File: src/lwma_pkg.sv
package lwma_pkg;

    localparam int LwmaWindow   = 64;
    localparam int WideW        = 256;
    localparam logic [16:0] SpacingReset = 17'd120;
    localparam logic [31:0] LimitReset   = 32'd504365055;

    localparam logic CfgSpacing = 1'b0;
    localparam logic CfgLimit   = 1'b1;

    typedef logic [WideW-1:0] t_wide;

    typedef enum logic [4:0] {
        S_IDLE, S_PREP, S_K10S, S_K10W, S_WAITA, S_SEED, S_WAITB, S_STEP, S_MAC,
        S_AVGS, S_AVGW, S_FLOOR, S_MUL, S_KDS, S_KDW, S_CHECK, S_ENCL, S_ENCW, S_OUT
    } t_state;

    // compact word -> 256-bit target; sign bit ignored, overflow reads as zero
    function automatic t_wide lwma_decode(input logic [31:0] bits);
        logic [7:0] sz;
        logic [8:0] sh;
        t_wide      w;
        t_wide      r;
        sz = bits[31:24];
        w  = {233'd0, bits[22:0]};
        sh = '0;
        if (sz <= 8'd3) begin
            sh = {1'b0, 8'd3 - sz} << 3;
            r  = w >> sh;
        end else if (sz >= 8'd35) begin
            r = '0;
        end else begin
            sh = {1'b0, sz - 8'd3} << 3;
            r  = w << sh;
        end
        return r;
    endfunction

endpackage

File: src/lwma_div.sv
module lwma_div
    import lwma_pkg::*;
(
    input  logic        i_clk,
    input  logic        i_rst_n,
    input  logic        i_start,
    input  t_wide       i_dividend,
    input  logic [31:0] i_divisor,
    output logic        o_busy,
    output logic        o_done,
    output t_wide       o_quot
);

    logic        r_busy, n_busy;
    logic        r_done, n_done;
    logic [7:0]  r_cnt, n_cnt;
    t_wide       r_q, n_q;
    logic [31:0] r_rem, n_rem;
    logic [31:0] r_d, n_d;
    logic [32:0] rem2;
    logic [32:0] diff;
    logic        ge;

    // restoring divide, one quotient bit a cycle, MSB first
    always_comb begin
        rem2 = {r_rem, r_q[WideW-1]};
        ge   = rem2 >= {1'b0, r_d};
        diff = rem2 - {1'b0, r_d};
        n_busy = r_busy;
        n_done = 1'b0;
        n_cnt  = r_cnt;
        n_q    = r_q;
        n_rem  = r_rem;
        n_d    = r_d;
        if (i_start) begin
            n_busy = 1'b1;
            n_cnt  = '0;
            n_q    = i_dividend;
            n_rem  = '0;
            n_d    = i_divisor;
        end else if (r_busy) begin
            n_rem = ge ? diff[31:0] : rem2[31:0];
            n_q   = {r_q[WideW-2:0], ge};
            n_cnt = r_cnt + 8'd1;
            if (r_cnt == 8'd255) begin
                n_busy = 1'b0;
                n_done = 1'b1;
            end
        end
    end

    always_ff @(posedge i_clk) begin
        if (!i_rst_n) begin
            r_busy <= 1'b0;
            r_done <= 1'b0;
            r_cnt  <= '0;
        end else begin
            r_busy <= n_busy;
            r_done <= n_done;
            r_cnt  <= n_cnt;
        end
        r_q   <= n_q;
        r_rem <= n_rem;
        r_d   <= n_d;
    end

    assign o_busy = r_busy;
    assign o_done = r_done;
    assign o_quot = r_q;

endmodule

File: config.mk
export PLATFORM = sky130hd
export DESIGN_NAME = lwma_div
export DESIGN_NICKNAME = d
export VERILOG_FILES = /design/src/lwma_pkg.sv /design/src/lwma_div.sv
export SDC_FILE = /design/constraint.sdc
export NUM_CORES = 1
export LEC_CHECK = 0
export ABC_AREA = 1
export ABC_CLOCK_PERIOD_IN_PS = 13700
export BUFFER_PORTS_ARGS = -buffer_cell sky130_fd_sc_hd__clkbuf_2
export CAP_MARGIN = 20
export CORE_AREA = 2 2 212 214
export DETAILED_ROUTE_END_ITERATION = 16
export DIE_AREA = 0 0 214 216
export PLACE_DENSITY_LB_ADDON = 0.05
export SETUP_SLACK_MARGIN = 0.5
export SLEW_MARGIN = 10
export SYNTH_ARGS = -nofsm -noshare
export SYNTH_HDL_FRONTEND = slang
export SYNTH_SLANG_ARGS = --single-unit
File: constraint.sdc
create_clock -name i_clk -period 13.7 [get_ports i_clk]
set_input_delay 2.74 -clock i_clk [delete_from_list [all_inputs] [get_ports i_clk]]
set_output_delay 2.74 -clock i_clk [all_outputs]
set_load 0.02 [all_outputs]
[Yosys cells after proc, flatten, opt, wreduce, memory -nomap -nowiden]
Index checks and enable logic that the tools add are counted.
Word-level totals
  register bits: 330
  latch bits: 0
  bits in writable memories: 0
  bits in read-only memories: 0
  input port bits: 291
  output and inout port bits: 258
  logic and storage cells: 22
  memories kept: 0
Operators by class
  add/subtract/negate cells: 2
  multipliers: 0
  divide/modulo/power cells: 0
  order comparisons: 1
  equality and inequality tests: 1
  shifts and indexed selects: 0
  mux-type cells: 7
  bitwise operators: 2
  reductions and logical operators: 3
Operators with widths (count)
  2-to-1 mux 256 bit: 2
  >= comparator 33 x 32 -> 1 bit: 1
  2-to-1 mux 32 bit: 1
  subtractor 32 bit: 1
  adder 8 x 1 -> 8 bit, second input constant: 1
  == test 8 bit, second input constant: 1
  2-to-1 mux 1 bit: 4
  OR reduction 3 bit: 1
  NOT 1 bit: 2
  nonzero test 2 bit: 1
  OR reduction 2 bit: 1

[Longest topological paths before layout]
Gate-level depths: netlist of run 1.
  depth after elaboration: 4
  mapped depth: 17
  depth with buffers taken out: 16

[Worst setup path after synthesis of run 1]
Ideal clock, no wire load.
  path kind: input-to-reg
  start point: input port i_start
  end point: register r_q[0] (netlist: o_quot[0]) (enable)
  library setup time: 0.721 ns
  data arrival time: 10.248 ns
  path slack: 2.731 ns
  stages on the path: 4
  cells stage by stage: clkbuf_1 > nor2_1 > inv_1 > clkbuf_1
Between the ends
  longest elaborated chain between the ends: 1
Ends and longest elaborated chain
  from (decl): line lwma_div.sv:6  | input logic i_start,
  nonzero test 2 bit (no line)
  to (signal assigned): line lwma_div.sv:62  | r_q <= n_q;
  to (decl): line lwma_div.sv:17  | t_wide r_q, n_q;
Every way passes these cells.
A chain may end at the register's enable or synchronous reset.

[Worst setup path in the final report of run 1]
  start point: input port i_start
  end point: register r_q[54] (netlist: o_quot[54]) (enable)
Same word-level chain as after synthesis.

==> results.yml, run 1 <==
min_path:
  hp-start: "r_cnt[7]$_SDFFE_PP0P_"
  hold_path_class: "reg -> reg"
sta:
  period_share: 0.368
  rsz0062_at_grt: "false"
  setup_viol: 0
  fmax_mhz: 199
  final_max_slew_viol_count: 0
  post-route-min-period_ns: 5.04
  tightest_slew_ns: 1.05
  hold_violations: 0
  setup_tns_ns: 0
  finClkSkew_ns: 0.0127
  maxSlewHeadroom: 0.301
setup_path:
  crit_required_ns: 13.96
  critical-path-top-delay-family: "buffers and inverters"
  cpMaxStageDelayCell: "buf_4"
  startpoint: "i_start"
  end_kind: "register"
  cp.arrival_ns: 5.29
  cp_slowest_stage_delay_ns: 0.65
  start_kind: "primary input"
  rr_startpoint: "r_d[20]$_DFFE_PP_"
  crit_top_cell: "buf_4"
  path_cells: "buf_8, nor2_2, buf_4, inv_8, buf_4, buf_12"
  path_buf_inv: 5
  path_max_fanout: 137
  criticalPathCategory: "in -> reg"
logic_synthesis:
  synth_seq_cells: 330
  ys_warn_count: 0
  synth_top_area_share: 0.529
  synth_nets: 2279
  yosysSeqAreaShare: 0.580
  netlist_area_sq_mm: 0.0164
  synth_cells: 1954
  avgSynthCellArea_sq_um: 8.37
  synth_edf_count: 288
  ys_types: 36
  ys_top_cells_by_area: "edfxtp_1, nand2_1, dfxtp_1"
  synth_ff_type: "edfxtp_1"
  yosysTopAreaCell: "edfxtp_1"
  synthArstFlopShare: 0
floorplanning:
  die-area_sq_mm: 0.0462
  ios: 549
  initial_core_util: 0.373
  fp.coreArea_sq_mm: 0.0438
  dieWidth_um: 214
  die_y_um: 216
  rows: 77
routing:
  drt_first_pass_iters: 9
  avgViaCountPerCell: 4.61
  vias: 14335
  drt_wl_total_um: 55500
  drtAntennaViolNets: 0
  drt_iter0_markers: 874
  drt-wirelength-per-cell_um: 17.9
  drc: 0
global_routing:
  antenna_found_initial: 15
  grt_pass1_wl_um: 82200
  grt_use_total: 0.232
  grt_pass1_vias: 13879
  gr-total-overflow: 0
  grt_max_degree: 180
cells_and_area:
  area_growth_pct: 27.6
  fin_util: 0.476
  layout-drive-gt1-share: 0.251
  fin_nets: 2804
  layout_commonest_cell: "nand2_1"
  final_cell_mix: "nand2_1, clkbuf_2, edfxtp_1, inv_1, nand3_1"
cts:
  ctsResizeCount: 0
  cts-htree-levels: 2
  path_clk_slew_ns: 0.06
  clk_latency_ns: 0.57
  cts_tree: "built"
  root_buffer: "clkbuf_16"
  cts_buffer_depth: 3
  cts_made_buffers: 40
  holdBufCountCts: 0
  post_cts_buffers: 0
  cts.sink_count: 330
pwr:
  ir_drop_uv: 80.4
  p_leak_nw: 10.9
  power_density_mw_per_mm2: 128
place:
  dp_hpwl_um: 41100
  port_buffers: 548
  gp_congestion: 0.937
flow_run:
  maxCapViolations: 0
run_status:
  status: "complete, no violations"
## Yosys cell counts, drive strengths merged (11+ instances only)
cell type and instances:
ha 33, nand2 1091, nor2 48, edfxtp 288
dfxtp 42, xnor2 13, nand3b 14, nor3 11
inv 189, clkbuf 61, buf 12, a21oi 27
o21ai 16, nand3 83
## worst register-to-register path: cells and delay by family, from the launching register on
family                     cells  cell delay [ns]
buffers and inverters          2             0.10
DFF                            1             0.32
and+or+nand+nor               12             2.11
adders and majority gates      1             0.37
## per-stage QoR
stage | std cells | area (sq um) | hold slack (ns) | total power (W) | setup WS, ns
after floorplan | 1954 | 16400 | 0.439 | 0.00151 | 2.73
final | 3110 | 20900 | 0.464 | 0.00268 | 8.66
after detailed placement | 3028 | 19600 | 0.462 | 0.00169 | 7.86
after CTS | 3100 | 20800 | 0.472 | 0.00271 | 8.46
after global routing | 3105 | 20900 | 0.489 | 0.00279 | 8.43
after global placement | 3028 | 19600 | 0.459 | 0.00169 | 7.86
## cells by family (layout without fill, tap and decap cells)
family / count (synthesis) / after routing / share of synthesized area
AOI/OAI and AO/OA: 52 / 52 / 0.0174
xor gates and xnor gates: 14 / 14 / 0.00750
adders and majority gates: 34 / 34 / 0.0265
buffers and inverters: 263 / 818 / 0.0626
DFF: 330 / 330 / 0.580
other: 0 / 9 / 0
and+or+nand+nor: 1261 / 1261 / 0.306
## path summary, 6_finish.rpt
path                                                to  slack (ns)  cells past startpoint
worst min-delay path             r_cnt[7]$_SDFFE_PP0P_        0.46                      2
worst max-delay path              o_quot[54]$_DFFE_PP_        8.66                      6
worst max register to register  r_rem[16]$_SDFFE_PP0P_       10.75                     15
worst min register to register   r_cnt[7]$_SDFFE_PP0P_        0.46                      2
## routing by layer
layer  GRT usage  part of all wire  vias up
li1            -                 -     7235
met3      0.0798             0.082      101
met4      0.0902             0.033       12
met1       0.273              0.40     6578
met5           0            0.0015        -
met2       0.391              0.48      409
## power by group
part / internal [W] / total [W] / switching, W / leakage [nW]
combinational: 0.000129 / 0.000410 / 0.000281 / 7.05
sequential: 0.00121 / 0.00126 / 0.0000527 / 3.28
clock: 0.000567 / 0.00101 / 0.000441 / 0.587
## layout make-up
| type | count | area [sq um] |
|---|---|---|
| Multi-Input combinational cell | 1361 | 5850 |
| Fill cell | 4458 | 23000 |
| Clock buffer | 52 | 1060 |
| Antenna cell | 9 | 22.5 |
| Clock inverter | 20 | 158 |
| Inverter | 190 | 728 |
| Timing Repair Buffer | 556 | 2830 |
| Sequential cell | 330 | 9490 |
| Tap cell | 592 | 741 |
## flip-flops by register name, indices dropped and copies added, names as in the netlist
name	count
o_busy	1
o_done	1
r_rem	32
o_quot	256
r_d	32
r_cnt	8
(Power assumes the default switching activity.)
==> run 2: changes to the inputs <==
Settings changed: ABC_CLOCK_PERIOD_IN_PS 13700 to 4300.
Clock period 13.7 ns to 4.3 ns, I/O delays scaled along.
==> run 2 against run 1 <==
Against the previous run: wire length shrank 0.22%; non-clock buffer count grew 8; first-iteration DRC count grew 8.5%; global-route usage grew 0.14 points; clock skew grew 0.0066 ns; critical endpoint is now r_rem[27]$_SDFFE_PP0P_.
==> results.yml, run 2 (synthesis results as in run 1) <==
cts:
  ctsResizeCount: 0
  cts-htree-levels: 2
  holdBufCountCts: 0
  cts.sink_count: 330
  cts_buffer_depth: 3
  clk_latency_ns: 0.56
  path_clk_slew_ns: 0.06
  post_cts_buffers: 0
  cts_made_buffers: 39
  root_buffer: "clkbuf_16"
  cts_tree: "built"
pwr:
  p_seq_frac: 0.473
  p_clk_frac: 0.371
  power_density_mw_per_mm2: 406
  ir_drop_uv: 265
  p_switching_w: 0.00241
  p_comb_frac: 0.156
  swShare: 0.284
  internal_power_w: 0.00608
  p_leak_nw: 11.0
min_path:
  hold_path_class: "reg -> reg"
place:
  pre_cts_ws_ns: 1.04
  gp_congestion: 0.921
  port_buffers: 548
  dp_hpwl_um: 42100
cells_and_area:
  n_fill_cell: 4480
  regArea_sq_mm: 0.00949
  final_cell_mix: "nand2_1, clkbuf_2, edfxtp_1, inv_1, nand3_1"
  multiInputGateArea_sq_mm: 0.00585
  layout_commonest_cell: "nand2_1"
  area_growth_pct: 28.0
  fin_nets: 2811
  largest_reg_flops: 256
  layout-drive-gt1-share: 0.253
flow_run:
  maxCapViolations: 0
floorplanning:
  ios: 549
  fp.coreArea_sq_mm: 0.0438
  die-area_sq_mm: 0.0462
  die_y_um: 216
  dieWidth_um: 214
  rows: 77
  initial_core_util: 0.373
routing:
  drt_iter0_markers: 948
  drc: 0
  drt-wirelength-per-cell_um: 17.8
  drt_wl_total_um: 55400
  drt_first_pass_iters: 5
  vias: 14448
  avgViaCountPerCell: 4.64
  drtAntennaViolNets: 0
setup_path:
  path_cells: "inv_1, ha_1, nand2_1, nor2_1, nand2_1, inv_1, nand2_1, nand2_2, nand2_4, nand2_4, nand3_1, nand2_1, nand2_1"
  cp_slowest_stage_delay_ns: 0.42
  path_buf_inv: 2
  criticalPathCategory: "reg -> reg"
  start_kind: "register"
  end_kind: "register"
  cp.arrival_ns: 3.08
  crit_required_ns: 4.75
  cpMaxStageDelayCell: "nand2_4"
  critical-path-top-delay-family: "simple AND/OR/NAND/NOR gates"
  path_max_fanout: 34
  crit_top_cell: "nand2_1"
sta:
  setup_ws_ns: 1.67
  post-route-min-period_ns: 2.63
  setup_viol: 0
  period_share: 0.611
  fmax_mhz: 381
  maxSlewHeadroom: 0.371
  setup_tns_ns: 0
  hold_violations: 0
  tightest_slew_ns: 0.944
  final_max_slew_viol_count: 0
  rsz0062_at_grt: "false"
  finClkSkew_ns: 0.0194
global_routing:
  antenna_found_initial: 11
  gr-total-overflow: 0
  grt_pass1_wl_um: 83100
  grt_max_degree: 187
  grt_pass1_vias: 14148
  grt_use_total: 0.234
run_status:
  status: "complete, no violations"
## run 2: worst paths after layout
check                                             from                endpoint  slack [ns]  cells after the start
worst max register to register       r_d[11]$_DFFE_PP_  r_rem[27]$_SDFFE_PP0P_        1.67                     13
worst min register to register  r_rem[16]$_SDFFE_PP0P_  r_rem[16]$_SDFFE_PP0P_        0.47                      2
worst max-delay path                 r_d[11]$_DFFE_PP_  r_rem[27]$_SDFFE_PP0P_        1.67                     13
worst min-delay path            r_rem[16]$_SDFFE_PP0P_  r_rem[16]$_SDFFE_PP0P_        0.47                      2
## run 2: worst min-delay path: stages, from the launching register on
cell and delay [ns]:
dfxtp_1 0.31, nand2_1 0.06, nand2_1 0.05
## run 2: cell type report
cell class                 instances  share of cell area
inverter                         190              0.0348
tap                              592              0.0354
clock buffer                      57              0.0518
multi-input combinational       1361               0.279
clock inverter                    15             0.00538
timing repair buffer             564               0.139
sequential                       330               0.453
antenna                            7            0.000837
## run 2: metal layers
| metal | global-route usage | part of all wire | up-vias |
|---|---|---|---|
| li1 | - | - | 7234 |
| met1 | 0.285 | 0.41 | 6655 |
| met2 | 0.402 | 0.49 | 470 |
| met3 | 0.0646 | 0.073 | 81 |
| met4 | 0.0711 | 0.022 | 8 |
| met5 | 0 | 0.00087 | - |
## run 2: power groups by stage
stage          sequential [W]  clock, W  combinational, W
6_report              0.00401   0.00315           0.00132
5_1_grt               0.00405   0.00335           0.00145
4_1_cts               0.00402   0.00324           0.00134
3_5_place_dp          0.00407         0           0.00134
3_3_place_gp          0.00407         0           0.00134
2_1_floorplan         0.00436         0          0.000429
## run 2: per-stage QoR
step / total power, W / instances / hold slack [ns] / util / area (sq um)
floorplan: 0.00479 / 1954 / 0.439 / - / 16400
global placement: 0.00541 / 3036 / 0.456 / 0.450 / 19700
detailed placement: 0.00542 / 3036 / 0.457 / 0.450 / 19700
CTS: 0.00860 / 3108 / 0.429 / 0.477 / 20900
global route: 0.00884 / 3116 / 0.444 / 0.478 / 20900
finish: 0.00849 / 3116 / 0.467 / 0.478 / 20900
==> run 3: changes to the inputs <==
Settings changed: ABC_CLOCK_PERIOD_IN_PS 4300 to 2700.
Clock period 4.3 ns to 2.7 ns, I/O delays scaled along.
==> run 3 against run 2 <==
Against the previous run: hold slack lost 0.31 ns; fmax grew 22%; total power grew 61%; flip-flop and latch count is the same; critical path type unchanged; critical path depth shrank 2; sequential power grew 59%; first-iteration DRC count grew 9.2%.
==> results.yml, run 3 (synthesis results as in run 1) <==
run_status:
  status: "complete, no violations"
cts:
  cts-htree-levels: 2
  root_buffer: "clkbuf_16"
  cts_buffer_depth: 3
  cts_made_buffers: 40
  cts.sink_count: 330
  path_clk_slew_ns: 0.06
  holdBufCountCts: 0
  cts_tree: "built"
  clk_latency_ns: 0.55
sta:
  final_max_slew_viol_count: 0
  maxSlewHeadroom: 0.482
  tightest_slew_ns: 0.777
  period_share: 0.801
  finClkSkew_ns: 0.00891
  fmax_mhz: 463
  setup_viol: 0
  hold_violations: 0
  post-route-min-period_ns: 2.16
  rsz0062_at_grt: "true"
  setup_tns_ns: 0
routing:
  drt_first_pass_iters: 5
  drt_wl_total_um: 57600
  drc: 0
  drtAntennaViolNets: 0
  drt-wirelength-per-cell_um: 18.3
  avgViaCountPerCell: 4.69
  drt_iter0_markers: 1035
  vias: 14739
floorplanning:
  die-area_sq_mm: 0.0462
  initial_core_util: 0.373
  fp.coreArea_sq_mm: 0.0438
  ios: 549
  die_y_um: 216
  dieWidth_um: 214
  rows: 77
pwr:
  p_total_w: 0.0137
  power_density_mw_per_mm2: 622
  p_leak_nw: 11.2
  ir_drop_uv: 423
setup_path:
  crit_top_cell: "nand2_2"
  end_kind: "register"
  start_kind: "register"
  cpMaxStageDelayCell: "ha_1"
  criticalPathCategory: "reg -> reg"
  path_cells: "inv_1, ha_1, nand2_2, nor2_4, nand3_1, nand3_2, nand2_2, nand2_4, nand2_8, buf_12, a31oi_1"
  startpoint: "r_d[6]$_DFFE_PP_"
  path_max_fanout: 7
  path_buf_inv: 2
  critical-path-top-delay-family: "simple AND/OR/NAND/NOR gates"
  crit_required_ns: 3.07
  cp.arrival_ns: 2.53
  r2r_slack_ns: 0.54
  cp_slowest_stage_delay_ns: 0.36
  rr_startpoint: "r_d[6]$_DFFE_PP_"
global_routing:
  antenna_found_initial: 11
  grt_pass1_wl_um: 84700
  grt_use_total: 0.238
  grt_pass1_vias: 14390
  grt_max_degree: 116
  gr-total-overflow: 0
place:
  dp_hpwl_um: 42200
  gp_congestion: 0.915
  place_inst: 3041
  port_buffers: 548
cells_and_area:
  layout_commonest_cell: "nand2_1"
  layout-drive-gt1-share: 0.294
  instances_no_fill: 3143
  area_growth_pct: 34.4
  final_cell_mix: "nand2_1, clkbuf_2, edfxtp_1, inv_1, nand3_1"
  multiInputGateArea_sq_mm: 0.00646
  fin_nets: 2840
  n_fill_cell: 4345
  regArea_sq_mm: 0.00949
  largest_reg_flops: 256
min_path:
  hp-start: "i_divisor[20]"
  hold_path_class: "in -> reg"
flow_run:
  maxCapViolations: 0
## run 3: cell types whose count changed in the layout (fill, tap and decap cells not counted), sizes merged
cell / change
clkinv: +9
bufbuf: +1
diode: +1
buf: +20
bufinv: +1
clkbuf: -7
nand2: +4
clkinvlp: -1
inv: -1
## run 3: cell type report
type                            count  share of cell area
Antenna cell                        8            0.000911
Clock buffer                       47              0.0467
Inverter                          190              0.0331
Tap cell                          592              0.0337
Multi-Input combinational cell   1365               0.294
Timing Repair Buffer              588               0.152
Sequential cell                   330               0.432
Clock inverter                     23             0.00820
## run 3: per-layer routing
metal  track usage  vias up  wire, um
met5             0        -        40
met4        0.0874        6      1700
met3        0.0713       90      4640
met2         0.406      509     28300
met1         0.283     6836     22900
li1              -     7298         -
## run 3: stage by stage
step           setup slack [ns]  hold slack, ns  utilization  area (sq um)
2_1_floorplan             0.588           0.439            -         16400
3_3_place_gp              0.284           0.456        0.452         19800
3_5_place_dp              0.282           0.463        0.452         19800
4_1_cts                   0.499           0.127        0.489         21500
5_1_grt                   0.427           0.137        0.501         22000
6_report                  0.539           0.160        0.501         22000
## run 3: worst paths after layout
kind / endpoint / cells after the start
min reg2reg: r_cnt[7]$_SDFFE_PP0P_ / 2
min: r_d[20]$_DFFE_PP_ / 1
max reg2reg: o_quot[0]$_DFFE_PP_ / 11
max: o_quot[0]$_DFFE_PP_ / 11
## run 3: power by group
part           leakage [nW]  switching [W]  internal (W)  total, W
sequential             3.28       0.000264       0.00612   0.00638
combinational          7.35        0.00148      0.000734   0.00222
clock                 0.594        0.00217       0.00291   0.00508
total                  11.2        0.00392       0.00976    0.0137
## run 3: worst reg2reg max path, cell delays in order, from the launching register on
cell and delay (ns):
edfxtp_1 0.32, inv_1 0.04, ha_1 0.36, nand2_2 0.12, nor2_4 0.16, nand3_1 0.15
nand3_2 0.16, nand2_2 0.09, nand2_4 0.14, nand2_8 0.11, buf_12 0.16, a31oi_1 0.18
## run 3: repair_timing
| item | in CTS | in global routing |
|---|---|---|
| gates resized for setup | 42 | 78 |
| buffers inserted | 7 | 9 |
| endpoints found under the setup margin | 33 | 33 |
| gates cloned | 3 | 5 |
| hold endpoints to repair | 0 | 0 |
| pin swaps | 6 | 15 |
