<file path="config.mk">
export PLATFORM = sky130hd
export DESIGN_NAME = lwma_enc
export DESIGN_NICKNAME = d
export VERILOG_FILES = /design/src/lwma_pkg.sv /design/src/lwma_enc.sv
export SDC_FILE = /design/constraint.sdc
export NUM_CORES = 1
export LEC_CHECK = 0
export BUFFER_PORTS_ARGS = -buffer_cell sky130_fd_sc_hd__buf_2
export CORE_ASPECT_RATIO = 1.25
export CORE_MARGIN = 2
export CORE_UTILIZATION = 40
export DETAILED_ROUTE_END_ITERATION = 7
export HOLD_SLACK_MARGIN = 0.15
export PLACE_DENSITY = 0.65
export SYNTH_ARGS = -nofsm -noshare
export SYNTH_HDL_FRONTEND = slang
export SYNTH_SLANG_ARGS = --single-unit
</file>
<file path="constraint.sdc">
create_clock -name i_clk -period 5.4 [get_ports i_clk]
set_input_delay 0.27 -clock i_clk [delete_from_list [all_inputs] [get_ports i_clk]]
set_output_delay 0.27 -clock i_clk [all_outputs]
set_load 0.02 [all_outputs]
</file>
<file path="src/lwma_pkg.sv">
package lwma_pkg;

    localparam int LwmaWindow   = 64;
    localparam int WideW        = 256;
    localparam logic [16:0] SpacingReset = 17'd120;
    localparam logic [31:0] LimitReset   = 32'd504365055;

    localparam logic CfgSpacing = 1'b0;
    localparam logic CfgLimit   = 1'b1;

    typedef logic [WideW-1:0] t_wide;

    typedef enum logic [4:0] {
        S_IDLE, S_PREP, S_K10S, S_K10W, S_WAITA, S_SEED, S_WAITB, S_STEP, S_MAC,
        S_AVGS, S_AVGW, S_FLOOR, S_MUL, S_KDS, S_KDW, S_CHECK, S_ENCL, S_ENCW, S_OUT
    } t_state;

    // compact word -> 256-bit target; sign bit ignored, overflow reads as zero
    function automatic t_wide lwma_decode(input logic [31:0] bits);
        logic [7:0] sz;
        logic [8:0] sh;
        t_wide      w;
        t_wide      r;
        sz = bits[31:24];
        w  = {233'd0, bits[22:0]};
        sh = '0;
        if (sz <= 8'd3) begin
            sh = {1'b0, 8'd3 - sz} << 3;
            r  = w >> sh;
        end else if (sz >= 8'd35) begin
            r = '0;
        end else begin
            sh = {1'b0, sz - 8'd3} << 3;
            r  = w << sh;
        end
        return r;
    endfunction

endpackage

</file>
<file path="src/lwma_enc.sv">
module lwma_enc
    import lwma_pkg::*;
(
    input  logic        i_clk,
    input  logic        i_rst_n,
    input  logic        i_start,
    input  t_wide       i_value,
    output logic        o_done,
    output logic [31:0] o_code
);

    logic        r_busy;
    logic        r_done;
    t_wide       r_x;
    logic [4:0]  r_b;
    logic [31:0] r_code;
    logic        big;
    logic [4:0]  nbits;
    logic [5:0]  size;
    logic [4:0]  sh;
    logic [23:0] mant;
    logic [31:0] code;

    assign big = |r_x[WideW-1:24];

    // byte-serial normalize: shift right until the value fits in 24 bits
    always_comb begin
        nbits = '0;
        for (int j = 0; j < 24; j++) begin
            if (r_x[j]) nbits = 5'(j + 1);
        end
        sh = '0;
        if (r_b == '0) begin
            size = 6'((nbits + 5'd7) >> 3);
            sh   = 5'((6'd3 - size) << 3);
            mant = r_x[23:0] << sh;
        end else begin
            size = 6'(r_b) + 6'd3;
            mant = r_x[23:0];
        end
        if (mant[23]) begin
            mant = mant >> 8;
            size = size + 6'd1;
        end
        code = {2'b00, size, mant};
    end

    always_ff @(posedge i_clk) begin
        if (!i_rst_n) begin
            r_busy <= 1'b0;
            r_done <= 1'b0;
        end else begin
            r_done <= 1'b0;
            if (i_start) begin
                r_busy <= 1'b1;
            end else if (r_busy && !big) begin
                r_busy <= 1'b0;
                r_done <= 1'b1;
            end
        end
        if (i_start) begin
            r_x <= i_value;
            r_b <= '0;
        end else if (r_busy) begin
            if (big) begin
                r_x <= r_x >> 8;
                r_b <= r_b + 5'd1;
            end else begin
                r_code <= code;
            end
        end
    end

    assign o_done = r_done;
    assign o_code = r_code;

endmodule

</file>
Yosys cells after proc, flatten, opt, wreduce, memory -nomap -nowiden
Index checks and enable logic that the tools add are counted.
W data, S select, Z words.
Word-level totals
  flip-flop bits (word level): 293
  bits in latches: 0
  memory bits (writable): 0
  bits in read-only memories: 0
  input port bits: 259
  output and inout port bits: 33
  logic and storage cells: 60
  memories kept: 0
Cells by class
  add/subtract/negate cells: 5
  multiply operators: 0
  div/mod/pow operators: 0
  $lt $le $gt $ge: 0
  equal/unequal tests: 0
  shift operators: 1
  mux-type cells: 34
  bitwise operators: 3
  reductions and logical operators: 11
Operators with widths (count)
  $mux W256: 3
  $reduce_or A232 Y1: 1
  $mux W5: 19
  $mux W24: 1
  $shl A24 B5 Y24: 1
  $mux W15: 1
  $mux W6: 2
  $add A5 B2 Y6 const B: 1
  $add A5 B3 Y6 const B: 1
  $add A6 B1 Y6 const B: 1
  $mux W3: 2
  $reduce_bool A2 Y1: 3
  $add A5 B1 Y5 const B: 1
  $logic_not A5 Y1: 1
  $mux W1: 4
  $mux W2: 2
  $reduce_and A2 Y1: 2
  $not A1 Y1: 3
  $reduce_and A3 Y1: 1
  $reduce_or A2 Y1: 1
  $sub A2 B2 Y2 const A: 1
  $logic_and A1 B1 Y1: 1
  $logic_not A1 Y1: 1

Logic depth before layout (Yosys ltp)
Gate-level depths: netlist of the first run.
  depth after elaboration: 29
  mapped depth: 11
  depth with buffers taken out: 10

Least setup slack after synthesis of the first run
Ideal clock, no wire load.
  path type: register -> register
  from: register r_x[80]
  to: register r_x[0] (enable)
  setup time: 0.511 ns
  data arrival time: 4.092 ns
  required time: 4.889 ns
  setup slack: 0.797 ns
  stages on the path, launching flop included: 6
  buffers on the path: 0
  clock period less this slack: 4.603 ns
  cells stage by stage: edfxtp_1 nor4_1 nand4_1 nor4_1 a41oi_1 or2_2
On the way
  cells in the longest elaborated chain, start to end: 3
RTL lines
  start: declaration: line lwma_enc.sv:14  | t_wide r_x;
  start signal: assignment: line lwma_enc.sv:62  | r_x <= i_value;
  start signal: assignment: line lwma_enc.sv:66  | r_x <= r_x >> 8;
  $reduce_or A232 Y1: line lwma_enc.sv:24  | assign big = |r_x[WideW-1:24];
  $reduce_bool A2 Y1 (no source line)
  $reduce_and A2 Y1 (no source line)
Every way passes these cells.
A chain may end at the register's enable or synchronous reset.

Worst setup path in the final report of the first run
  from: register r_x[165]
  to: register r_x[231] (enable)
The elaborated chain is that of the path after synthesis.

==> impl_metrics.toml, run 1 <==
[logic_synthesis]
synth-simple-area-share = 0.0686
synth_compound_area_frac = 0.0333
synthAdderAreaFrac = 0.00377
synthArstFlopShare = 0
ys_seq_area_frac = 0.656
synth_top_family_by_area = "multiplexers"
synth_flop_cell = "edfxtp_1"
ys_types = 51
synth_top_area_share = 0.645
syn_inst = 835
avgSynthCellArea_um2 = 15.9
synth-xor-area-share = 0.00858
synthTopCellsByCount = "edfxtp_1, mux2_2, nor4_1"
synth.most_common_cell = "edfxtp_1"
synth.area.mux_share = 0.214
yosys.area.top_type = "edfxtp_1"
synth_edf_count = 285
yosysWarnings = 0
synth_area_leaders = "edfxtp_1, mux2_2, nor4_1, dfxtp_1, clkbuf_1"
synth.ff_latch_count = 292
syn_area_um2 = 13300

[power_and_ir_drop]
switching_share = 0.230
sequentialPowerShare = 0.505
peakVddDrop_v = 0.000223
powerDensity_nw_per_um2 = 310
pwr-share-comb = 0.119
p_leak_nw = 7.04
power_switching_mw = 1.33
clkPwrFrac = 0.376
intPower_mw = 4.47

[cts]
ctsRootBufferMaster = "clkbuf_16"
post-cts-setup-buffers = 0
clkSinkCount = 292
clk_pin_slew_ns = 0.06
worstSkewPairLatency_ns = 0.57
ctsHoldBuffers = 257
cts_buffer_depth = 3
cts_buffers = 31
cts-resized-gates = 0
cts_tree = "built"
htree_levels = 1

[grt]
antenna_found_initial = 4
grtUsageTotal = 0.214
grt_pass1_wl_mm = 57.6
grt_pass1_vias = 10300
grt_max_degree = 194
grt-ovfl-total = 0

[finish]
drive_above_1_share = 0.424
nFillCells = 2554
nNetsFinal = 1640
area_growth_pct = 41.2
finish.utilization = 0.573

[floorplanning]
dieWidth_um = 167
pin_count = 292
die-height_um = 208
design.core.area_um2 = 32700
row_count = 74
start_util = 0.406
dieArea_um2 = 34600

[route]
vias = 9545
ant_nets = 0
postRouteWirelength_mm = 38.3
via_per_inst = 5.23
drt_iter0_drc = 976
dr.pass1.iters = 5
wl_per_cell_um = 21.0
drc = 0

[timing]
tns_ns = 0
post-route-period-util = 0.756
period_minus_slack_ns = 4.08
fmax_ghz = 0.245
rsz0062_at_grt = "no"
hold_ws_ns = 0.296
hold_viol = 0
tightestPinTransition_ns = 1.07
slew_viol_final = 0
maxSlewHeadroom = 0.267
skew_ns = 0.0211
final-setup-viol-count = 0

[hold_path]
hp-class = "input port to flop"
whs_path_depth = 2
min-delay-start = "i_start"
holdPathEnd = "r_x[1]$_DFFE_PP_"

[worst_setup_path]
setup.worst_path.class = "flop to flop"
r2r_end = "r_x[231]$_DFFE_PP_"
required_ns = 5.52
cp_max_fo = 193
cp-end-kind = "flop"
r2r_cells = 6
r2r_slack_ns = 1.32
worstReg2RegStart = "r_x[165]$_DFFE_PP_"
cp.arrival_ns = 4.20
crit_path_start_kind = "flop"

[place]
io_buffer_count = 288
place_hpwl_mm = 25.4
gp_congestion = 0.917

[job]
cap_violations = 0

[run_status]
status = "completed"
[metal layers]
| layer | up-vias | GRT usage | share of wire |
|---|---|---|---|
| met5 | - | 0 | 0 |
| met4 | 0 | 0.0719 | 0.033 |
| met3 | 81 | 0.0345 | 0.055 |
| met2 | 402 | 0.389 | 0.51 |
| met1 | 4644 | 0.256 | 0.40 |
| li1 | 4418 | - | - |
[sequential cells by signal, summed over array words and instances, names as in the netlist]
name and count:
o_done 1, o_code 29, r_busy 1, r_x 256, r_b 5
[cells in the final DEF, fill, tap and decap left out, types with 3 or more instances in the layout]
master | synthesis | routed
nand4_1 | 16 | 16
a221oi_1 | 7 | 7
buf_4 | 3 | 4
nand2_1 | 27 | 27
xor2_1 | 3 | 3
nor2_1 | 25 | 25
dfxtp_1 | 7 | 7
mux2_2 | 248 | 248
conb_1 | 1 | 3
clkinv_2 | 0 | 4
ha_1 | 4 | 4
mux2i_1 | 3 | 3
a22o_1 | 8 | 8
a21oi_1 | 15 | 15
a31oi_1 | 4 | 4
nor4_1 | 64 | 64
bufinv_16 | 0 | 5
edfxtp_1 | 285 | 285
diode_2 | 0 | 4
inv_1 | 7 | 7
nor3_1 | 8 | 7
dlygate4sd3_1 | 0 | 257
clkbuf_1 | 31 | 8
xnor2_1 | 10 | 10
o21ai_0 | 5 | 5
buf_2 | 4 | 287
and2_1 | 11 | 11
clkbuf_16 | 0 | 31
clkinv_1 | 0 | 6
[area by class of cell]
class                   count  area, um^2  share of cell area
flip-flops and latches    292        8700               0.464
clock inverters            19         229              0.0122
well taps                 418         523              0.0279
diodes                      4        10.0            0.000534
repair buffers            550        4070               0.217
inverters                   7        26.3             0.00140
clock buffers              39         806              0.0430
multi-input cells         495        4370               0.233
[power groups by stage]
stage               sequential, mW  clock, mW  combinational, mW
finish                        2.93       2.18              0.690
floorplan                     2.90          0              0.359
global placement              2.97          0              0.532
CTS                           2.92       2.23              0.687
detailed placement            2.97          0              0.536
global route                  2.95       2.32              0.744
[logic make-up after synthesis]
group | Yosys count
flops | 292
xor+xnor | 13
compound gates | 59
fa+ha+maj | 4
buf+inv | 50
other cells | 1
mux | 252
simple gates | 164
[stage by stage]
| stage | setup WS [ns] | power [mW] | instance area (um^2) | std cells |
|---|---|---|---|---|
| global route | 1.15 | 6.01 | 18700 | 1824 |
| global placement | 1.40 | 3.50 | 15100 | 1505 |
| detailed placement | 1.36 | 3.50 | 15100 | 1505 |
| CTS | 1.34 | 5.84 | 18700 | 1820 |
| floorplan | 0.797 | 3.26 | 13300 | 837 |
| finish | 1.32 | 5.80 | 18700 | 1824 |
[worst max-delay path, cell delays in order, from the launching register on]
cell and delay [ns]:
edfxtp_1 0.44, nor4_1 0.53, nand4_1 0.16, nor4_1 0.77, a41oi_1 0.43, or2_4 0.64
buf_12 0.42
[worst max-delay path by stage]
| stage | end | start | slack, ns |
|---|---|---|---|
| global route | r_x[194]$_DFFE_PP_ | r_x[152]$_DFFE_PP_ | 1.15 |
| detailed placement | r_x[173]$_DFFE_PP_ | r_x[165]$_DFFE_PP_ | 1.36 |
| global placement | r_x[172]$_DFFE_PP_ | r_x[199]$_DFFE_PP_ | 1.40 |
| CTS | r_x[183]$_DFFE_PP_ | r_x[165]$_DFFE_PP_ | 1.34 |
| finish | r_x[231]$_DFFE_PP_ | r_x[165]$_DFFE_PP_ | 1.32 |
| floorplan | r_x[0]$_DFFE_PP_ | r_x[80]$_DFFE_PP_ | 0.80 |
Note: power is estimated with default switching activity, not from simulation.
==> inputs of run 2 (changes only) <==
Settings changed: ABC_AREA set to 1, PLACE_DENSITY 0.65 to 0.67.
Clock period 5.4 ns to 3.6 ns, I/O delays scaled along.
==> run 2 against run 1 <==
Effect of this change: synthesized cell count grew 78%; non-clock buffer count increased by 6; sequential share of layout area decreased by 0.99 points; flip-flop and latch count unchanged; combinational power increased by 75%; cell area increased by 2.2%; via count rose by 30%; clock power rose by 37%; critical endpoint is now r_x[247]$_DFFE_PP_.
==> impl_metrics.toml, run 2 <==
[run_status]
status = "completed"

[timing]
fmax_ghz = 0.305
period_minus_slack_ns = 3.28
final-setup-viol-count = 0
tightestPinTransition_ns = 0.687
setup_slack_ns = 0.323
hold_viol = 0
rsz0062_at_grt = "no"
tns_ns = 0
maxSlewHeadroom = 0.542
skew_ns = 0.0131
post-route-period-util = 0.910
slew_viol_final = 0

[route]
drc = 0
via_per_inst = 5.04
wl_per_cell_um = 17.0
dr.pass1.iters = 5
postRouteWirelength_mm = 41.9
vias = 12400
drt_iter0_drc = 1014
ant_nets = 0

[place]
dp_slack_ns = 0.137
dpl_cell_area_um2 = 15600
io_buffer_count = 288
gp_congestion = 0.876
place_hpwl_mm = 26.8

[worst_setup_path]
cp_max_fo = 80
cp.arrival_ns = 3.53
crit_path_start = "r_x[27]$_DFFE_PP_"
crit_path_start_kind = "flop"
path_cells = "nor4_1 -> nand4_1 -> nor4_2 -> nand4_1 -> nand2_1 -> nand2_8 -> buf_12"
crit_top_cell = "nand4_1"
worstReg2RegStart = "r_x[27]$_DFFE_PP_"
required_ns = 3.86
cpMaxStageDelayCell = "nor4_2"
slowest_delay_ns = 0.43
cp-end-kind = "flop"
setup.worst_path.class = "flop to flop"

[logic_synthesis]
synth_top_area_share = 0.621
ys_seq_area_frac = 0.631
synth_edf_count = 285
synth.most_common_cell = "nand2_1"
yosysWarnings = 0
synth_flop_cell = "edfxtp_1"
ys_types = 34
avgSynthCellArea_um2 = 9.29
synthArstFlopShare = 0
synth_area_leaders = "edfxtp_1, nand2_1, o21ai_0, inv_1, nor4_1"
synthTopCellsByCount = "nand2_1, edfxtp_1, inv_1"
synth.ff_latch_count = 292
syn_inst = 1483
yosys.area.top_type = "edfxtp_1"
syn_area_um2 = 13800

[floorplanning]
start_util = 0.402
die-height_um = 212
row_count = 76
design.core.area_um2 = 34200
pin_count = 292
dieWidth_um = 170
dieArea_um2 = 36000

[finish]
largest_reg_flops = 256
final_area_um2 = 19100
top_register = "r_x"
drive_above_1_share = 0.178
finish.utilization = 0.559
nFillCells = 2932
nNetsFinal = 2266
final_common_cell = "nand2_1"
final_cell_mix = "nand2_1, buf_2, edfxtp_1, dlygate4sd3_1, inv_1"
area_growth_pct = 39.0

[hold_path]
min-delay-start = "i_start"
hp-class = "input port to flop"

[power_and_ir_drop]
peakVddDrop_v = 0.000347
powerDensity_nw_per_um2 = 446
p_leak_nw = 8.70

[cts]
clkSinkCount = 292
ctsRootBufferMaster = "clkbuf_16"
cts_buffers = 30
post-cts-setup-buffers = 0
worstSkewPairLatency_ns = 0.56
clk_pin_slew_ns = 0.06
cts_buffer_depth = 3
htree_levels = 1
cts_tree = "built"

[grt]
grt_pass1_wl_mm = 63.8
grt-ovfl-total = 0
grt_max_degree = 150
grt_pass1_vias = 12500
antenna_found_initial = 4
grtUsageTotal = 0.228

[job]
cap_violations = 0
-- run 2: cell count changes in the layout (fill, tap and decap cells not counted), moves of 5 or more --
cell,before,now
nand2_1,27,738
nor4_1,64,53
a22o_1,8,0
xnor2_1,10,2
nand3_1,1,25
nand4_1,16,31
o21ai_0,5,82
a21oi_1,15,9
a221oi_1,7,0
nor2_1,25,30
inv_1,7,108
mux2_2,248,0
and2_1,11,3
-- run 2: kinds of logic (layout without fill, tap and decap cells) --
group                      Yosys count  count (layout)  share of synthesized area
buffers and inverters              181             720                     0.0536
xor gates and xnor gates             5               5                    0.00318
other                                1               8                   0.000272
DFF                                292             292                      0.631
AOI/OAI and AO/OA                   99              99                     0.0380
adders and majority gates            4               4                    0.00363
and+or+nand+nor                    901             901                      0.270
-- run 2: per-stage QoR --
| step | hold WS, ns | power [mW] | cells |
|---|---|---|---|
| final | 0.207 | 8.53 | 2458 |
| after global routing | 0.243 | 8.90 | 2457 |
| after CTS | 0.204 | 8.57 | 2453 |
| after detailed placement | 0.447 | 5.36 | 2143 |
| after global placement | 0.444 | 5.33 | 2143 |
| after floorplan | 0.313 | 4.95 | 1485 |
-- run 2: metal layers --
layer	vias to the layer above	GRT usage	wire, um
met4	0	0.108	2040
met1	5717	0.272	16100
met3	146	0.0350	2710
met5	-	0	0
met2	555	0.402	21000
li1	5960	-	-
-- run 2: what timing repair did --
item	CTS	global route
hold endpoints to repair	258	0
setup endpoints to repair	0	108
hold buffers	257	0
resized for setup	0	2
-- run 2: path summary, 6_finish.rpt --
path | end | slack [ns] | cells past startpoint
max reg2reg | r_x[247]$_DFFE_PP_ | 0.32 | 7
max | r_x[247]$_DFFE_PP_ | 0.32 | 7
min | r_x[55]$_DFFE_PP_ | 0.21 | 2
min reg2reg | r_b[4]$_SDFFE_PP0P_ | 0.50 | 1
-- run 2: final cells by class --
| class | count | area (um^2) | area share |
|---|---|---|---|
| diodes | 5 | 12.5 | 0.000654 |
| clock buffers | 37 | 798 | 0.0417 |
| clock inverters | 16 | 134 | 0.00699 |
| inverters | 111 | 422 | 0.0220 |
| multi-input cells | 1012 | 4390 | 0.229 |
| flip-flops and latches | 292 | 8700 | 0.454 |
| well taps | 429 | 537 | 0.0280 |
| repair buffers | 556 | 4160 | 0.217 |
-- run 2: critical path: cells and delay by family (launching register included) --
| kind | cells | cell delay, ns |
|---|---|---|
| and+or+nand+nor | 6 | 2.18 |
| DFF | 1 | 0.38 |
| buffers and inverters | 1 | 0.34 |
-- run 2: where the power goes --
part	leakage [nW]	internal (mW)	switching, mW
clock	0.449	1.71	1.29
sequential	2.96	4.15	0.185
combinational	5.30	0.525	0.681
==> inputs of run 3 (changes only) <==
Settings changed: PLACE_DENSITY 0.67 to 0.65.
Clock period 3.6 ns to 3.53 ns, I/O delays scaled along.
==> run 3 against run 2 <==
Effect of this change: fmax up 1.8%; first-iteration DRC count up 11%; critical path depth unchanged; largest power group unchanged; cell count up 1.2%; utilization up 1.1 points; non-clock buffer count up 30; clock power up 8.7%.
==> impl_metrics.toml, run 3 (synthesized netlist as in run 2, its figures left out) <==
[run_status]
status = "completed"

[cts]
cts_tree = "built"
clk_pin_slew_ns = 0.06
htree_levels = 1
cts_buffers = 29
post-cts-setup-buffers = 0
cts_buffer_depth = 3
worstSkewPairLatency_ns = 0.57
clkSinkCount = 292
ctsRootBufferMaster = "clkbuf_16"

[grt]
grt_pass1_vias = 12900
grt_pass1_wl_mm = 64.2
grt-ovfl-total = 0
antenna_found_initial = 2
grt_max_degree = 152
grtUsageTotal = 0.228

[worst_setup_path]
path_depth = 7
crit_path_start = "r_x[26]$_DFFE_PP_"
crit_top_cell = "nand4_1"
cp_top_family = "simple AND/OR/NAND/NOR gates"
crit_path_start_kind = "flop"
cp_max_fo = 37
worstReg2RegStart = "r_x[26]$_DFFE_PP_"
r2r_end = "r_x[173]$_DFFE_PP_"
cpMaxStageDelayCell = "nor4_2"
r2r_slack_ns = 0.31
path_cells = "nor4_1 -> nand4_1 -> nor4_2 -> nand4_1 -> nand2_1 -> nand2_8 -> buf_4"
endpoint = "r_x[173]$_DFFE_PP_"
cp_num_buf_inv = 1
cp-end-kind = "flop"
setup.worst_path.class = "flop to flop"
r2r_cells = 7
slowest_delay_ns = 0.47
required_ns = 3.83
cp.arrival_ns = 3.52

[timing]
maxSlewHeadroom = 0.583
slew_viol_final = 0
tightestPinTransition_ns = 0.625
rsz0062_at_grt = "no"
post-route-period-util = 0.912
hold_viol = 0
final-setup-viol-count = 0
fmax_ghz = 0.311
tns_ns = 0
period_minus_slack_ns = 3.22
skew_ns = 0.0136

[route]
ant_nets = 0
wl_per_cell_um = 16.9
dr.pass1.iters = 6
drt_iter0_drc = 1128
postRouteWirelength_mm = 42.0
vias = 12600
via_per_inst = 5.05
drc = 0

[floorplanning]
pin_count = 292
row_count = 76
die-height_um = 212
start_util = 0.402
dieArea_um2 = 36000
dieWidth_um = 170
design.core.area_um2 = 34200

[place]
gp_congestion = 0.907
io_buffer_count = 288
place_hpwl_mm = 26.6

[hold_path]
hp-class = "input port to flop"

[finish]
top_register = "r_x"
drive_above_1_share = 0.178
finish.utilization = 0.570
final_common_cell = "nand2_1"
final_cell_mix = "nand2_1, buf_2, edfxtp_1, dlygate4sd3_1, inv_1"
largest_reg_flops = 256
nNetsFinal = 2295
area_growth_pct = 41.6
nFillCells = 2868

[power_and_ir_drop]
p_leak_nw = 8.85
peakVddDrop_v = 0.000301
powerDensity_nw_per_um2 = 458
total_power_mw = 8.93

[job]
cap_violations = 0
## run 3: per-layer routing
metal / GRT usage / up-vias / share of wire
li1: - / 6010 / -
met1: 0.267 / 5805 / 0.38
met2: 0.409 / 589 / 0.50
met3: 0.0338 / 155 / 0.070
met4: 0.110 / 0 / 0.050
met5: 0 / - / 0
## run 3: power breakdown
part,switching (mW),internal (mW),total (mW)
combinational,0.702,0.566,1.27
sequential,0.188,4.23,4.41
clock,1.37,1.88,3.25
total,2.26,6.67,8.93
## run 3: timing repair
action,4_1_cts,5_1_grt
hold endpoints to repair,258,0
resized for setup,0,1
setup endpoints to repair,0,62
hold buffers,284,0
## run 3: worst min-delay path by stage
stage | start | endpoint | slack [ns] | cells after the start
after floorplan | i_rst_n | r_busy$_SDFFE_PN0P_ | 0.31 | 2
after global placement | i_value[255] | r_x[255]$_SDFFCE_PN0P_ | 0.44 | 3
after detailed placement | i_value[253] | r_x[253]$_SDFFCE_PN0P_ | 0.45 | 3
after CTS | i_start | r_x[224]$_DFFE_PP_ | 0.15 | 3
after global routing | i_start | r_x[224]$_DFFE_PP_ | 0.19 | 3
final | i_start | r_x[209]$_DFFE_PP_ | 0.16 | 2
## run 3: through the flow
step	hold slack [ns]	area, um^2	cells	setup slack (ns)
after CTS	0.152	19500	2484	0.0514
after detailed placement	0.445	15700	2146	0.0668
after global placement	0.440	15700	2146	0.0828
after floorplan	0.309	13800	1485	0.117
final	0.161	19500	2488	0.310
after global routing	0.189	19500	2486	0.0220
## run 3: layout make-up
cell class	count	area (um^2)	share of cell area
clock inverters	21	249	0.0128
well taps	429	537	0.0275
inverters	111	422	0.0216
clock buffers	33	741	0.0380
repair buffers	586	4470	0.229
multi-input cells	1012	4380	0.225
diodes	4	10.0	0.000513
flip-flops and latches	292	8700	0.446
